## src/rtl/core/rip_pkg.sv

```systemverilog
// shared types, constants and helper functions of the range image to point block
`default_nettype none

package rip_pkg;

    // field widths
    localparam int ROW_W      = 7;
    localparam int COL_W      = 12;
    localparam int RANGE_W    = 24;
    localparam int COLOUR_W   = 8;
    localparam int RGB_W      = 3 * COLOUR_W;
    localparam int HSTEP_W    = 25;
    localparam int VSTEP_W    = 24;
    localparam int LOWEST_W   = 24;
    localparam int XY_W       = 25;
    localparam int Z_W        = 32;
    localparam int CFG_IDX_W  = 2;
    localparam int CFG_DATA_W = 25;

    // image size defaults
    localparam int MAX_ROWS_DEF    = 128;
    localparam int MAX_COLUMNS_DEF = 4096;

    // register indexes
    typedef enum logic [CFG_IDX_W-1:0] {
        REG_HSTEP  = 2'd0,
        REG_VSTEP  = 2'd1,
        REG_LOWEST = 2'd2
    } t_reg_idx;

    localparam logic [HSTEP_W-1:0]         HSTEP_RST  = 25'd11520;
    localparam logic [VSTEP_W-1:0]         VSTEP_RST  = 24'd23040;
    localparam logic signed [LOWEST_W-1:0] LOWEST_RST = 24'sd1474560;

    // angle conversion: binary angle = floor((a * 8192 + 22) / 45)
    localparam int TURN_UNITS   = 23592960;
    localparam int ANG_SHIFT    = 13;
    localparam int ANG_BIAS     = 22;
    localparam int ANG_W        = 32;
    localparam int NUM_W        = 56;
    localparam int DIGIT_W      = 8;
    localparam int REM_W        = 6;
    localparam int STEP_W       = REM_W + DIGIT_W;
    localparam int DIV_CELLS    = NUM_W / DIGIT_W;
    localparam int DIVISOR      = 45;
    localparam int DIV45_RECIP  = 23302;
    localparam int DIV45_SHIFT  = 20;
    localparam int RECIP_W      = 15;
    localparam int STEP_PROD_W  = STEP_W + RECIP_W;

    localparam logic [ANG_W-1:0] QUARTER_TURN   = 32'h4000_0000;
    localparam logic [ANG_W-1:0] QUARTER_MINUS  = 32'h3FFF_FFFF;
    localparam logic [ANG_W-1:0] HALF_TURN      = 32'h8000_0000;

    // rotator
    localparam int CORDIC_W     = 33;
    localparam int CORDIC_STEPS = 30;
    localparam logic signed [CORDIC_W-1:0] CORDIC_GAIN = 33'sd652032874;

    // products and scaling
    localparam int PROD_W      = 58;
    localparam int MAG_W       = 57;
    localparam int SCALE_SHIFT = 30;
    localparam int SCALED_W    = MAG_W - SCALE_SHIFT;
    localparam logic [MAG_W-1:0]    ROUND_HALF = MAG_W'(64'd1 << (SCALE_SHIFT - 1));
    localparam logic [SCALED_W-1:0] XY_LIMIT   = SCALED_W'(16777215);

    // z quotient
    localparam int QUOT_W    = 33;
    localparam int DIV_W     = 32;
    localparam int DIVISOR_W = 31;
    localparam int CMP_W     = DIVISOR_W + QUOT_W;
    localparam logic [Z_W-1:0] Z_MAX = 32'h7FFF_FFFF;
    localparam logic [Z_W-1:0] Z_MIN = 32'h8000_0000;

    localparam logic [COLOUR_W-1:0] GREY_LEVEL = 8'd26;

    // arctangent of 2^-i in 2^-32 turn
    function automatic logic [ANG_W-1:0] atan_turn(input int idx);
        logic [ANG_W-1:0] v;
        case (idx)
            0:  v = 32'd536870912;
            1:  v = 32'd316933406;
            2:  v = 32'd167458907;
            3:  v = 32'd85004756;
            4:  v = 32'd42667331;
            5:  v = 32'd21354465;
            6:  v = 32'd10679838;
            7:  v = 32'd5340245;
            8:  v = 32'd2670163;
            9:  v = 32'd1335087;
            10: v = 32'd667544;
            11: v = 32'd333772;
            12: v = 32'd166886;
            13: v = 32'd83443;
            14: v = 32'd41722;
            15: v = 32'd20861;
            16: v = 32'd10430;
            17: v = 32'd5215;
            18: v = 32'd2608;
            19: v = 32'd1304;
            20: v = 32'd652;
            21: v = 32'd326;
            22: v = 32'd163;
            23: v = 32'd81;
            24: v = 32'd41;
            25: v = 32'd20;
            26: v = 32'd10;
            27: v = 32'd5;
            28: v = 32'd3;
            29: v = 32'd1;
            default: v = '0;
        endcase
        return v;
    endfunction

    // one digit of long division by 45: returns {quotient digit, remainder}
    function automatic logic [STEP_W-1:0] div45_step(input logic [STEP_W-1:0] v);
        logic [STEP_PROD_W-1:0] p;
        logic [DIGIT_W-1:0]     q;
        logic [STEP_W-1:0]      m;
        logic [STEP_W-1:0]      r;
        p = STEP_PROD_W'(v) * STEP_PROD_W'(DIV45_RECIP);
        q = p[DIV45_SHIFT +: DIGIT_W];
        m = STEP_W'(q) * STEP_W'(DIVISOR);
        r = v - m;
        return {q, r[REM_W-1:0]};
    endfunction

    // angle conversion chain payload
    typedef struct packed {
        logic                 valid;
        logic [NUM_W-1:0]     num_az;
        logic [NUM_W-1:0]     num_el;
        logic [REM_W-1:0]     rem_az;
        logic [REM_W-1:0]     rem_el;
        logic [ANG_W-1:0]     q_az;
        logic [ANG_W-1:0]     q_el;
        logic [RANGE_W-1:0]   range;
        logic [RGB_W-1:0]     rgb;
    } t_ang;

    // rotator chain payload
    typedef struct packed {
        logic                        valid;
        logic signed [CORDIC_W-1:0]  x_az;
        logic signed [CORDIC_W-1:0]  y_az;
        logic signed [CORDIC_W-1:0]  z_az;
        logic signed [CORDIC_W-1:0]  x_el;
        logic signed [CORDIC_W-1:0]  y_el;
        logic signed [CORDIC_W-1:0]  z_el;
        logic                        flip;
        logic [RANGE_W-1:0]          range;
        logic [RGB_W-1:0]            rgb;
    } t_rot;

    // z quotient chain payload
    typedef struct packed {
        logic                    valid;
        logic [DIV_W-1:0]        rem;
        logic [DIVISOR_W-1:0]    dvs;
        logic [QUOT_W-1:0]       dvd_lo;
        logic [QUOT_W-1:0]       quot;
        logic                    ovf;
        logic                    zero;
        logic                    csat;
        logic                    neg;
        logic signed [XY_W-1:0]  px;
        logic signed [XY_W-1:0]  py;
        logic [RGB_W-1:0]        rgb;
    } t_quo;

endpackage

`default_nettype wire

```

## src/rtl/core/rip_cordic_cell.sv

```systemverilog
// one rotation step for the azimuth and elevation rotators
`default_nettype none

module rip_cordic_cell #(
    parameter int STEP = 0
) (
    input  wire logic          i_clk,
    input  wire logic          i_rst_n,
    input  wire logic          i_adv,
    input  wire rip_pkg::t_rot i_rot,
    output rip_pkg::t_rot      o_rot
);

    localparam logic signed [rip_pkg::CORDIC_W-1:0] ATAN =
        rip_pkg::CORDIC_W'(rip_pkg::atan_turn(STEP));

    rip_pkg::t_rot                          n_rot;
    rip_pkg::t_rot                          r_rot;
    logic signed [rip_pkg::CORDIC_W-1:0]    w_xa, w_ya, w_za, w_xe, w_ye, w_ze;
    logic signed [rip_pkg::CORDIC_W-1:0]    w_dxa, w_dya, w_dxe, w_dye;

    assign w_xa  = i_rot.x_az;
    assign w_ya  = i_rot.y_az;
    assign w_za  = i_rot.z_az;
    assign w_xe  = i_rot.x_el;
    assign w_ye  = i_rot.y_el;
    assign w_ze  = i_rot.z_el;
    assign w_dxa = w_ya >>> STEP;
    assign w_dya = w_xa >>> STEP;
    assign w_dxe = w_ye >>> STEP;
    assign w_dye = w_xe >>> STEP;

    always_comb begin
        n_rot = i_rot;
        // rotate towards zero residual angle
        if (!w_za[rip_pkg::CORDIC_W-1]) begin
            n_rot.x_az = w_xa - w_dxa;
            n_rot.y_az = w_ya + w_dya;
            n_rot.z_az = w_za - ATAN;
        end else begin
            n_rot.x_az = w_xa + w_dxa;
            n_rot.y_az = w_ya - w_dya;
            n_rot.z_az = w_za + ATAN;
        end
        if (!w_ze[rip_pkg::CORDIC_W-1]) begin
            n_rot.x_el = w_xe - w_dxe;
            n_rot.y_el = w_ye + w_dye;
            n_rot.z_el = w_ze - ATAN;
        end else begin
            n_rot.x_el = w_xe + w_dxe;
            n_rot.y_el = w_ye - w_dye;
            n_rot.z_el = w_ze + ATAN;
        end
    end

    always_ff @(posedge i_clk) begin
        if (!i_rst_n) begin
            r_rot.valid <= 1'b0;
        end else if (i_adv) begin
            r_rot <= n_rot;
        end
    end

    assign o_rot = r_rot;

endmodule

`default_nettype wire

```

## config.mk

```make
export PLATFORM = sky130hd
export DESIGN_NAME = rip_cordic_cell
export DESIGN_NICKNAME = d
export VERILOG_FILES = /design/src/rtl/core/rip_pkg.sv /design/src/rtl/core/rip_cordic_cell.sv
export SDC_FILE = /design/constraint.sdc
export NUM_CORES = 1
export LEC_CHECK = 0
export ABC_AREA = 0
export BUFFER_PORTS_ARGS = -buffer_cell sky130_fd_sc_hd__buf_2
export CAP_MARGIN = 20
export CORE_MARGIN = 3
export CORE_UTILIZATION = 30
export DETAILED_ROUTE_END_ITERATION = 10
export PLACE_DENSITY_LB_ADDON = 0.05
export SKIP_CTS_REPAIR_TIMING = 1
export SYNTH_ARGS = -nofsm -noshare
export SYNTH_HDL_FRONTEND = slang
export SYNTH_SLANG_ARGS = --single-unit
```

## constraint.sdc

```tcl
create_clock -name i_clk -period 8.6 [get_ports i_clk]
set_input_delay 1.72 -clock i_clk [delete_from_list [all_inputs] [get_ports i_clk]]
set_output_delay 1.72 -clock i_clk [all_outputs]
set_load 0.02 [all_outputs]
```

==> reports/qor.json, run 1 <==
{
  "status": "finished, final reports clean",
  "cts_buffers": 31,
  "setup_violations": 0,
  "finalHoldViolations": 0,
  "worstPathMaxFanout": 5,
  "rsz0062_at_grt": "no",
  "ys_top_cells_by_area": "sky130_fd_sc_hd__edfxtp_1 (39%), sky130_fd_sc_hd__ha_1 (13%), sky130_fd_sc_hd__a21oi_1 (5.3%), sky130_fd_sc_hd__xnor2_1 (4.7%), sky130_fd_sc_hd__inv_1 (3.9%)",
  "die_h_um": 256,
  "met2_length_mm": 34.3,
  "synth_top_cells_by_count": "sky130_fd_sc_hd__edfxtp_1 (245), sky130_fd_sc_hd__a21oi_1 (196), sky130_fd_sc_hd__ha_1 (196)",
  "layoutNonFillerInstCount": 3278,
  "core.rowCount": 90,
  "drt-total-wl_mm": 71.8,
  "netlist-cell-type-count": 85,
  "gr-usage-all-layers_pct": 20.9,
  "placeableCoreArea_um2": 60900,
  "hp-class": "register to register",
  "vias_per_cell": 5.08,
  "mappedNetlistArea_um2": 18700,
  "grt_pass1_wl_mm": 106,
  "place.port_buffers": 498,
  "period_minus_slack_ns": 4.84,
  "detailedPlacementHpwl_mm": 57.9,
  "fillerInstances": 6320,
  "clock_tree.htree_level_count": 1,
  "cts.clk_slew.worst_paths_ns": 0.06,
  "worst_skew_pair.late_latency_ns": 0.59,
  "slew_viol_final": 0,
  "place.detailed.instances": 3211,
  "drt-wirelength-per-cell_um": 21.9,
  "worst_setup_path_start_kind": "primary input",
  "vdd_ir_drop_max_mv": 0.112,
  "worstPathArrival_ns": 5.17,
  "synth-seq-area-share_pct": 39.5,
  "maxSlewHeadroom_pct": 37.1,
  "route.top_layer_used": "met5",
  "clock_path_buffers": 3,
  "antenna_found_initial": 9,
  "power.density_cell_area_nw_per_um2": 180,
  "grt_start_max_net_pins": 65,
  "routedLengthMet1_mm": 31.0,
  "post-route-drc-count": 0,
  "number_of_flip_flops_under_the_largest_register_name": 246,
  "detailedRoute.firstIterationViolations": 1240,
  "yosysWarnings": 0,
  "endpoint_kind": "register",
  "rr_worst_depth": 2,
  "hold_depth": 2,
  "worst-setup-path-type": "primary input to register",
  "clock.fmax_mhz": 207,
  "synth-async-reset-ratio_pct": 0,
  "cts_tree": "built",
  "fp.dieArea_um2": 65300,
  "post_route_cells_drive_above_1_share_pct": 24.0,
  "grt-ovfl-total": 0,
  "power.leakage_nw": 10.0,
  "areaGrowthSynthToFinish_pct": 22.9,
  "initial_utilization_pct": 30.7,
  "power.total_w": 0.00414,
  "synth_enable_flop_cells": 245,
  "tightestPinTransition_ns": 0.943,
  "worst_ep_required_time_ns": 8.93,
  "layout.nets": 2871,
  "drt_pass1_iterations": 5,
  "cts_sinks": 246,
  "synth_top_cell_by_area": "sky130_fd_sc_hd__edfxtp_1",
  "postSynthRegisterBits": 246,
  "setup-tns-final_ns": 0,
  "num_io_pins": 499,
  "finalWeightedCongestion": 0.889,
  "die_w_um": 256,
  "vias_in_the_first_global_route": 16500,
  "syn-mean-instance-area_um2": 9.48,
  "cap_viol_max_count": 0,
  "layout_worst_path_cycle_share_pct": 56.3,
  "synth_top_cell_area_share_pct": 39.4,
  "synthCells": 1971,
  "synth_fp_nets": 2426,
  "postSynth.topFlopCell": "sky130_fd_sc_hd__edfxtp_1",
  "final_antenna_net_count": 0,
  "num_vias": 16700,
  "worst_clock_skew_ns": 0,
  "ctsRootBufferMaster": "sky130_fd_sc_hd__clkbuf_16",
  "routed-wl-met3_mm": 4.55,
  "synth_most_common_cell": "sky130_fd_sc_hd__edfxtp_1"
}
==> kinds of logic after synthesis <==
group	Yosys count	share of synthesized area [%]
compound gates	610	21.0
simple gates	467	12.1
buf+inv	291	6.02
flops	246	39.5
fa+ha+maj	204	14.0
xor+xnor	125	5.86
mux	28	1.50
==> layout make-up <==
class / count / area, um2 / area share [%]
diodes: 9 / 22.5 / 0.0981
clock buffers: 43 / 871 / 3.79
clock inverters: 15 / 178 / 0.774
inverters: 198 / 743 / 3.24
multi-input cells: 1434 / 10200 / 44.4
flip-flops and latches: 246 / 7380 / 32.1
well taps: 828 / 1040 / 4.51
repair buffers: 505 / 2540 / 11.1
==> critical path: stages <==
cell	delay, ns
sky130_fd_sc_hd__buf_2	0.12
sky130_fd_sc_hd__ha_1	0.24
sky130_fd_sc_hd__fa_1	0.43
sky130_fd_sc_hd__nor2b_1	0.17
sky130_fd_sc_hd__nor3_1	0.25
sky130_fd_sc_hd__o21ai_0	0.26
sky130_fd_sc_hd__a311oi_2	0.61
sky130_fd_sc_hd__o31ai_2	0.23
sky130_fd_sc_hd__a31oi_1	0.50
sky130_fd_sc_hd__o311a_1	0.32
sky130_fd_sc_hd__mux2i_1	0.13
sky130_fd_sc_hd__xor2_1	0.18
==> routing by layer <==
layer  global-route usage (%)  vias to the layer above
li1                         -                     8001
met5                        0                        -
met1                     27.4                     8058
met2                     35.4                      513
met3                     3.95                       84
met4                     5.70                        2
==> power breakdown <==
part           leakage, nW  total, W  switching, W  internal, W
combinational         7.21   0.00127      0.000833     0.000434
clock                0.509   0.00136      0.000539     0.000821
sequential            2.31   0.00151     0.0000336      0.00148
==> path summary, 6_finish.rpt <==
check | slack [ns] | to | from
max | 3.76 | o_rot[114]$_DFFE_PP_ | i_rot[82]
min | 0.54 | o_rot[247]$_SDFFE_PN0P_ | o_rot[247]$_SDFFE_PN0P_
max reg2reg | 7.99 | o_rot[247]$_SDFFE_PN0P_ | o_rot[247]$_SDFFE_PN0P_
min reg2reg | 0.54 | o_rot[247]$_SDFFE_PN0P_ | o_rot[247]$_SDFFE_PN0P_
==> per-stage QoR <==
stage | hold WS [ns] | cell area, um2 | util [%] | setup WS (ns)
after global placement | 0.519 | 21900 | 35.9 | 3.10
after floorplan | 0.589 | 18700 | - | 0.704
final | 0.543 | 23000 | 37.7 | 3.76
after detailed placement | 0.523 | 21900 | 35.9 | 3.23
after global routing | 0.592 | 22900 | 37.6 | 3.64
after CTS | 0.540 | 22900 | 37.6 | 3.89
==> cells in the final DEF, fill, tap and decap left out, drive strengths merged, types with 9 or more instances in the layout <==
cell type / n
a21oi: 196
o21ai: 145
o31ai: 20
nand4: 21
nor4: 16
inv: 197
clkinv: 11
ha: 196
and2: 9
diode: 9
clkbuf: 43
xnor2: 101
nor3: 36
nand2b: 19
o211ai: 11
a21o: 47
a31oi: 18
a2111oi: 11
mux2i: 28
o21bai: 29
nor2b: 26
buf: 505
xor2: 24
nor2: 160
nand3: 23
nand2: 106
edfxtp: 245
o21a: 13
a211oi: 24
a21boi: 9
or3: 13
Power figures use the tool's default switching activity.
==> run 2, diff against run 1 <==
==> constraint.sdc (replaced) <==
create_clock -name i_clk -period 4.71 [get_ports i_clk]
set_input_delay 0.942 -clock i_clk [delete_from_list [all_inputs] [get_ports i_clk]]
set_output_delay 0.942 -clock i_clk [all_outputs]
set_load 0.02 [all_outputs]
==> reports/qor.json, run 2 (synthesized netlist as in run 1, its figures left out) <==
{
  "hp-class": {"value": "register to register", "change": "unchanged"},
  "areaGrowthSynthToFinish": {"value": 25.0, "unit": "%", "change": "was 22.9%"},
  "slew_viol_final": {"value": 0, "change": "unchanged"},
  "num_io_pins": {"value": 499, "change": "unchanged"},
  "period_minus_slack_ns": 3.83,
  "power.density_cell_area": {"value": 330, "unit": "nW/um2", "change": "was 180 nW/um2"},
  "die_w": {"value": 256, "unit": "um", "change": "unchanged"},
  "p_comb_share": {"value": 30.7, "unit": "%", "change": "was 30.6%"},
  "initial_utilization": {"value": 30.7, "unit": "%", "change": "unchanged"},
  "grt_start_max_net_pins": {"value": 73, "change": "was 65"},
  "power.switching": {"value": 0.00262, "unit": "W", "change": "was 0.00141 W"},
  "finalWeightedCongestion": {"value": 0.884, "change": "was 0.889"},
  "fp.dieArea": {"value": 65300, "unit": "um2", "change": "unchanged"},
  "grt_pass1_wl": {"value": 107, "unit": "mm", "change": "was 106 mm"},
  "finalHoldViolations": {"value": 0, "change": "unchanged"},
  "cts_tree": {"value": "built", "change": "unchanged"},
  "worst_skew_pair.late_latency": {"value": 0.55, "unit": "ns", "change": "was 0.59 ns"},
  "tightestPinTransition": {"value": 1.03, "unit": "ns", "change": "was 0.943 ns"},
  "antenna_found_initial": {"value": 10, "change": "was 9"},
  "status": {"value": "finished, final reports clean", "change": "unchanged"},
  "maxSlewHeadroom": {"value": 31.6, "unit": "%", "change": "was 37.1%"},
  "grt-ovfl-total": {"value": 0, "change": "unchanged"},
  "p_sw_share": {"value": 34.0, "unit": "%", "change": "about the same"},
  "setup-tns-final": {"value": 0, "unit": "ns", "change": "unchanged"},
  "timing.critical_path.max_delay_family": {"value": "compound AO/OA/AOI/OAI gates", "change": "unchanged"},
  "power_report.internal_total": {"value": 0.00508, "unit": "W", "change": "was 0.00273 W"},
  "ctsRootBufferMaster": {"value": "sky130_fd_sc_hd__clkbuf_16", "change": "unchanged"},
  "mostFrequentLayoutCell": {"value": "sky130_fd_sc_hd__buf_2", "change": "unchanged"},
  "detailedRoute.firstIterationViolations": {"value": 1160, "change": "was 1240"},
  "final_antenna_net_count": {"value": 0, "change": "unchanged"},
  "placeableCoreArea": {"value": 60900, "unit": "um2", "change": "unchanged"},
  "cts_buffers": {"value": 34, "change": "was 31"},
  "num_vias": {"value": 16900, "change": "was 16700"},
  "cp.buffers_inverters": {"value": 2, "change": "was 1"},
  "post-route-drc-count": {"value": 0, "change": "unchanged"},
  "number_of_flip_flops_under_the_largest_register_name": {"value": 246, "change": "unchanged"},
  "setup_violations": {"value": 0, "change": "unchanged"},
  "drt_pass1_iterations": {"value": 5, "change": "unchanged"},
  "vdd_ir_drop_max": {"value": 0.250, "unit": "mV", "change": "was 0.112 mV"},
  "vias_per_cell": {"value": 5.09, "change": "was 5.08"},
  "vias_in_the_first_global_route": {"value": 16800, "change": "was 16500"},
  "layoutNonFillerInstCount": {"value": 3315, "change": "was 3278"},
  "cap_viol_max_count": {"value": 0, "change": "unchanged"},
  "critical_path.most_common_cell": "sky130_fd_sc_hd__o21ai_0",
  "die_h": {"value": 256, "unit": "um", "change": "unchanged"},
  "power.leakage": {"value": 10.2, "unit": "nW", "change": "was 10.0 nW"},
  "endpoint_kind": {"value": "register", "change": "unchanged"},
  "cts_sinks": {"value": 246, "change": "unchanged"},
  "critical_path.slowest_cell": {"value": "sky130_fd_sc_hd__ha_1", "change": "was sky130_fd_sc_hd__a311oi_2"},
  "clock.fmax_mhz": 261,
  "layout_worst_path_cycle_share_pct": 81.4,
  "layout.nets": {"value": 2910, "change": "was 2871"},
  "place.port_buffers": {"value": 498, "change": "unchanged"},
  "worstPathMaxFanout": {"value": 16, "change": "was 5"},
  "critical_path.max_stage_delay": {"value": 0.63, "unit": "ns", "change": "was 0.61 ns"},
  "worst_setup_path_start_kind": {"value": "primary input", "change": "unchanged"},
  "worstPathCellList": {"value": "buf_2, inv_1, ha_1, nand4_1, or4_1, a211oi_1, nor4b_1, a21oi_1, a31oi_1, o21ai_0, o21ai_0, xnor2_1", "change": "was buf_2, ha_1, fa_1, nor2b_1, nor3_1, o21ai_0, a311oi_2, o31ai_2, a31oi_1, o311a_1, mux2i_1, xor2_1"},
  "drt-total-wl": {"value": 72.2, "unit": "mm", "change": "was 71.8 mm"},
  "rsz0062_at_grt": {"value": "no", "change": "unchanged"},
  "post_route_cells_drive_above_1_share": {"value": 25.2, "unit": "%", "change": "was 24.0%"},
  "seqPwrFrac": {"value": 35.9, "unit": "%", "change": "was 36.5%"},
  "worstPathArrival": {"value": 4.12, "unit": "ns", "change": "was 5.17 ns"},
  "cts.clk_slew.worst_paths": {"value": 0.06, "unit": "ns", "change": "about the same"},
  "place.detailed.instances": {"value": 3247, "change": "was 3211"},
  "clock_path_buffers": {"value": 3, "change": "unchanged"},
  "detailedPlacementHpwl": {"value": 58.9, "unit": "mm", "change": "was 57.9 mm"},
  "clock_tree.htree_level_count": {"value": 2, "change": "was 1"},
  "hold_ws": {"value": 0.540, "unit": "ns", "change": "was 0.543 ns"},
  "drt-wirelength-per-cell": {"value": 21.8, "unit": "um", "change": "was 21.9 um"},
  "clk_network_pwr_share": {"value": 33.4, "unit": "%", "change": "was 32.9%"},
  "worst_ep_required_time": {"value": 4.99, "unit": "ns", "change": "was 8.93 ns"},
  "core.rowCount": {"value": 90, "change": "unchanged"},
  "gr-usage-all-layers": {"value": 21.2, "unit": "%", "change": "was 20.9%"},
  "most-common-layout-cells": {"value": "sky130_fd_sc_hd__buf_2 (498), sky130_fd_sc_hd__edfxtp_1 (245), sky130_fd_sc_hd__a21oi_1 (196), sky130_fd_sc_hd__ha_1 (196), sky130_fd_sc_hd__inv_1 (194)", "change": "unchanged"},
  "worst-setup-path-type": {"value": "primary input to register", "change": "unchanged"},
  "worst_clock_skew": {"value": 0, "unit": "ns", "change": "unchanged"},
  "worst-r2r-setup-slack": {"value": 4.09, "unit": "ns", "change": "was 7.99 ns"}
}
-- run 2: cell types whose count changed in the layout (fill, tap and decap cells not counted), sizes merged --
| cell | before | now |
|---|---|---|
| diode | 9 | 8 |
| inv | 197 | 198 |
| clkinv | 11 | 14 |
| buf | 505 | 541 |
| clkbuf | 43 | 40 |
| clkinvlp | 1 | 2 |
-- run 2: power by group through the flow --
stage,registers [W],logic [W],clock network (W)
5_1_grt,0.00278,0.00257,0.00275
3_5_place_dp,0.00281,0.00236,0
4_1_cts,0.00277,0.00237,0.00268
3_3_place_gp,0.00280,0.00237,0
6_report,0.00276,0.00236,0.00258
2_1_floorplan,0.00306,0.00122,0
-- run 2: through the flow --
step	power, W	area [um2]	setup WS, ns	utilization [%]
after floorplan	0.00428	18700	0.307	-
after global placement	0.00518	22200	0.337	36.5
after detailed placement	0.00516	22200	0.354	36.5
after CTS	0.00781	23300	0.944	38.3
after global routing	0.00811	23300	0.685	38.3
final	0.00771	23300	0.876	38.3
-- run 2: worst paths after layout --
check / depth (start not counted) / endpoint / startpoint
min: 2 / o_rot[247]$_SDFFE_PN0P_ / o_rot[247]$_SDFFE_PN0P_
max reg2reg: 2 / o_rot[247]$_SDFFE_PN0P_ / o_rot[247]$_SDFFE_PN0P_
max: 12 / o_rot[140]$_DFFE_PP_ / i_rot[94]
min reg2reg: 2 / o_rot[247]$_SDFFE_PN0P_ / o_rot[247]$_SDFFE_PN0P_
-- run 2: routing by layer --
layer | wire, um | track usage [%] | vias up | part of all wire [%]
met1 | 31300 | 27.7 | 8118 | 43
met2 | 34000 | 35.1 | 581 | 47
met3 | 4720 | 4.44 | 108 | 6.5
li1 | - | - | 8049 | -
met4 | 2080 | 6.78 | 6 | 2.9
met5 | 40 | 0 | - | 0.055
-- run 2: tightest hold or removal path: cells and delay by family, from the launching register on --
family,cells,cell delay (ns)
muxes,1,0.08
DFF,1,0.33
and+or+nand+nor,1,0.10
-- run 2: layout make-up --
cell class / instances / area [um2]
clock inverters: 20 / 225
flip-flops and latches: 246 / 7380
well taps: 828 / 1040
repair buffers: 541 / 2890
multi-input cells: 1434 / 10200
fillers: 6231 / 37600
clock buffers: 40 / 873
diodes: 8 / 20.0
inverters: 198 / 743
==> run 3, diff against run 2 <==
==> constraint.sdc (replaced) <==
create_clock -name i_clk -period 3.5 [get_ports i_clk]
set_input_delay 0.7 -clock i_clk [delete_from_list [all_inputs] [get_ports i_clk]]
set_output_delay 0.7 -clock i_clk [all_outputs]
set_load 0.02 [all_outputs]
==> reports/qor.json, run 3 (synthesized netlist as in run 1, its figures left out) <==
{
  "status": {"value": "finished, final reports clean", "change": "unchanged"},
  "initial_utilization": {"value": 30.7, "unit": "%", "change": "unchanged"},
  "power_report.internal_total": {"value": 0.00695, "unit": "W", "change": "was 0.00508 W"},
  "antenna_found_initial": {"value": 8, "change": "was 10"},
  "final_antenna_net_count": {"value": 0, "change": "unchanged"},
  "cts_sinks": {"value": 246, "change": "unchanged"},
  "worstHoldEndpoint": {"value": "o_rot[44]$_DFFE_PP_", "change": "was o_rot[247]$_SDFFE_PN0P_"},
  "period_minus_slack_ns": 3.31,
  "p_comb_share": {"value": 35.3, "unit": "%", "change": "was 30.7%"},
  "clock.fmax_mhz": 302,
  "post_route_cells_drive_above_1_share": {"value": 34.2, "unit": "%", "change": "was 25.2%"},
  "worst_ep_required_time": {"value": 3.83, "unit": "ns", "change": "was 4.99 ns"},
  "hold_depth": {"value": 1, "change": "was 2"},
  "clock_path_buffers": {"value": 3, "change": "unchanged"},
  "worst_setup_slack_after_placement": {"value": -0.406, "unit": "ns", "change": "was 0.354 ns"},
  "worst_setup_path_start_kind": {"value": "primary input", "change": "unchanged"},
  "rsz0062_at_grt": {"value": "no", "change": "unchanged"},
  "number_of_flip_flops_under_the_largest_register_name": {"value": 246, "change": "unchanged"},
  "finalHoldViolations": {"value": 0, "change": "unchanged"},
  "cts.clk_slew.worst_paths": {"value": 0.06, "unit": "ns", "change": "about the same"},
  "most-common-layout-cells": {"value": "sky130_fd_sc_hd__buf_2 (498), sky130_fd_sc_hd__buf_4 (383), sky130_fd_sc_hd__edfxtp_1 (245)", "change": "was sky130_fd_sc_hd__buf_2 (498), sky130_fd_sc_hd__edfxtp_1 (245), sky130_fd_sc_hd__a21oi_1 (196), sky130_fd_sc_hd__ha_1 (196), sky130_fd_sc_hd__inv_1 (194)"},
  "place.port_buffers": {"value": 498, "change": "unchanged"},
  "layout_worst_path_cycle_share_pct": 94.6,
  "mostFrequentLayoutCell": {"value": "sky130_fd_sc_hd__buf_2", "change": "unchanged"},
  "cts_tree": {"value": "built", "change": "unchanged"},
  "r2r-end": {"value": "o_rot[247]$_SDFFE_PN0P_", "change": "unchanged"},
  "maxSlewHeadroom": {"value": 50.1, "unit": "%", "change": "was 31.6%"},
  "vias_per_cell": {"value": 4.91, "change": "was 5.09"},
  "seqPwrFrac": {"value": 35.3, "unit": "%", "change": "was 35.9%"},
  "worst_skew_pair.late_latency": {"value": 0.61, "unit": "ns", "change": "was 0.55 ns"},
  "setup_violations": {"value": 0, "change": "unchanged"},
  "min-delay-start": {"value": "i_rot[44]", "change": "was o_rot[247]$_SDFFE_PN0P_"},
  "grt-ovfl-total": {"value": 0, "change": "unchanged"},
  "worst-setup-path-type": {"value": "primary input to register", "change": "unchanged"},
  "post-route-worst-setup-slack": {"value": 0.189, "unit": "ns", "change": "was 0.876 ns"},
  "worst_clock_skew": {"value": 0, "unit": "ns", "change": "unchanged"},
  "cts_buffers": {"value": 30, "change": "was 34"},
  "grt_pass1_wl": {"value": 115, "unit": "mm", "change": "was 107 mm"},
  "layout.nets": {"value": 3249, "change": "was 2910"},
  "gr-usage-all-layers": {"value": 22.9, "unit": "%", "change": "was 21.2%"},
  "tightestPinTransition": {"value": 0.744, "unit": "ns", "change": "was 1.03 ns"},
  "num_vias": {"value": 17900, "change": "was 16900"},
  "fillerInstances": {"value": 6163, "change": "was 6231"},
  "power.leakage": {"value": 11.8, "unit": "nW", "change": "was 10.2 nW"},
  "areaGrowthSynthToFinish": {"value": 37.9, "unit": "%", "change": "was 25.0%"},
  "worstPathMaxFanout": {"value": 6, "change": "was 16"},
  "endpoint_kind": {"value": "register", "change": "unchanged"},
  "total_cell_area_at_the_placement_stage": {"value": 24800, "unit": "um2", "change": "was 22200 um2"},
  "rr_worst_depth": {"value": 2, "change": "unchanged"},
  "placeableCoreArea": {"value": 60900, "unit": "um2", "change": "unchanged"},
  "num_io_pins": {"value": 499, "change": "unchanged"},
  "critical_path.reg2reg.startpoint": {"value": "o_rot[247]$_SDFFE_PN0P_", "change": "unchanged"},
  "ctsRootBufferMaster": {"value": "sky130_fd_sc_hd__clkbuf_16", "change": "unchanged"},
  "p_sw_share": {"value": 34.2, "unit": "%", "change": "was 34.0%"},
  "worstPathArrival": {"value": 3.64, "unit": "ns", "change": "was 4.12 ns"},
  "worst-r2r-setup-slack": {"value": 2.91, "unit": "ns", "change": "was 4.09 ns"},
  "drt_pass1_iterations": {"value": 5, "change": "unchanged"},
  "die_h": {"value": 256, "unit": "um", "change": "unchanged"},
  "clk_network_pwr_share": {"value": 29.5, "unit": "%", "change": "was 33.4%"},
  "detailedRoute.firstIterationViolations": {"value": 1263, "change": "was 1160"},
  "post-route-drc-count": {"value": 0, "change": "unchanged"},
  "drt-total-wl": {"value": 77.8, "unit": "mm", "change": "was 72.2 mm"},
  "vias_in_the_first_global_route": {"value": 18000, "change": "was 16800"},
  "power.density_cell_area": {"value": 410, "unit": "nW/um2", "change": "was 330 nW/um2"},
  "detailedPlacementHpwl": {"value": 65.1, "unit": "mm", "change": "was 58.9 mm"},
  "final_area": {"value": 25800, "unit": "um2", "change": "was 23300 um2"},
  "seq_area": {"value": 7380, "unit": "um2", "change": "unchanged"},
  "place.detailed.instances": {"value": 3590, "change": "was 3247"},
  "power.switching": {"value": 0.00361, "unit": "W", "change": "was 0.00262 W"},
  "core.rowCount": {"value": 90, "change": "unchanged"},
  "hp-class": {"value": "primary input to register", "change": "was register to register"},
  "grt_start_max_net_pins": {"value": 63, "change": "was 73"},
  "clock_tree.htree_level_count": {"value": 1, "change": "was 2"},
  "die_w": {"value": 256, "unit": "um", "change": "unchanged"},
  "fp.dieArea": {"value": 65300, "unit": "um2", "change": "unchanged"},
  "multiInputGateArea": {"value": 10200, "unit": "um2", "change": "about the same"},
  "vdd_ir_drop_max": {"value": 0.345, "unit": "mV", "change": "was 0.250 mV"},
  "layoutNonFillerInstCount": {"value": 3650, "change": "was 3315"},
  "cap_viol_max_count": {"value": 0, "change": "unchanged"},
  "finalWeightedCongestion": {"value": 0.927, "change": "was 0.884"},
  "drt-wirelength-per-cell": {"value": 21.3, "unit": "um", "change": "was 21.8 um"},
  "slew_viol_final": {"value": 0, "change": "unchanged"}
}
[run 3: changes by cell type in the layout (fill, tap and decap cells not counted), moves of 2 or more]
cell	before	now
sky130_fd_sc_hd__buf_12	6	3
sky130_fd_sc_hd__buf_4	37	383
sky130_fd_sc_hd__clkbuf_16	34	30
sky130_fd_sc_hd__clkinv_1	8	11
sky130_fd_sc_hd__clkinv_2	4	6
sky130_fd_sc_hd__diode_2	8	4
sky130_fd_sc_hd__inv_6	3	0
[run 3: final cells by class]
class,count,share of cell area [%]
Multi-Input combinational cell,1434,39.6
Sequential cell,246,28.6
Timing Repair Buffer,884,21.1
Tap cell,828,4.02
Clock buffer,35,2.99
Inverter,198,2.89
Clock inverter,21,0.792
Antenna cell,4,0.0389
[run 3: power by group through the flow]
stage | Sequential (W) | Combinational [W] | Clock, W
6_report | 0.00372 | 0.00372 | 0.00311
3_5_place_dp | 0.00378 | 0.00370 | 0
3_3_place_gp | 0.00378 | 0.00372 | 0
2_1_floorplan | 0.00412 | 0.00164 | 0
5_1_grt | 0.00375 | 0.00403 | 0.00332
4_1_cts | 0.00373 | 0.00373 | 0.00322
[run 3: worst max-delay path, stage by stage]
cell and delay (ns):
sky130_fd_sc_hd__buf_2 0.09, sky130_fd_sc_hd__inv_1 0.04, sky130_fd_sc_hd__ha_1 0.37, sky130_fd_sc_hd__buf_4 0.18, sky130_fd_sc_hd__nand4_1 0.10, sky130_fd_sc_hd__nor3_1 0.31, sky130_fd_sc_hd__nand2_1 0.13, sky130_fd_sc_hd__a211oi_1 0.62
sky130_fd_sc_hd__nor4b_1 0.13, sky130_fd_sc_hd__o41ai_1 0.41, sky130_fd_sc_hd__buf_4 0.20, sky130_fd_sc_hd__or3_1 0.09, sky130_fd_sc_hd__o221ai_1 0.11, sky130_fd_sc_hd__xnor2_1 0.16
[run 3: how the worst max path moves through the flow]
stage,depth (start not counted),end,startpoint
6_report,14,o_rot[211]$_DFFE_PP_,i_rot[192]
5_1_grt,15,o_rot[136]$_DFFE_PP_,i_rot[83]
4_1_cts,14,o_rot[211]$_DFFE_PP_,i_rot[192]
3_5_place_dp,14,o_rot[211]$_DFFE_PP_,i_rot[192]
3_3_place_gp,14,o_rot[211]$_DFFE_PP_,i_rot[192]
2_1_floorplan,12,o_rot[111]$_DFFE_PP_,i_rot[94]
[run 3: through the flow]
step           TNS [ns]  power [W]  util [%]  hold WS (ns)
6_report              0     0.0106      42.3         0.262
5_1_grt               0     0.0111      42.3         0.234
4_1_cts               0     0.0107      42.2         0.216
3_5_place_dp      -9.22    0.00749      40.6         0.510
3_3_place_gp      -8.37    0.00750      40.6         0.515
2_1_floorplan         0    0.00575         -         0.589
[run 3: routing by layer]
layer  up-vias  GRT usage, %  share of wire, %
met5         -             0             0.017
met4         2          5.02               2.2
met3        74          4.32               5.6
met2       509          38.4                47
met1      8608          30.8                45
li1       8746             -                 -
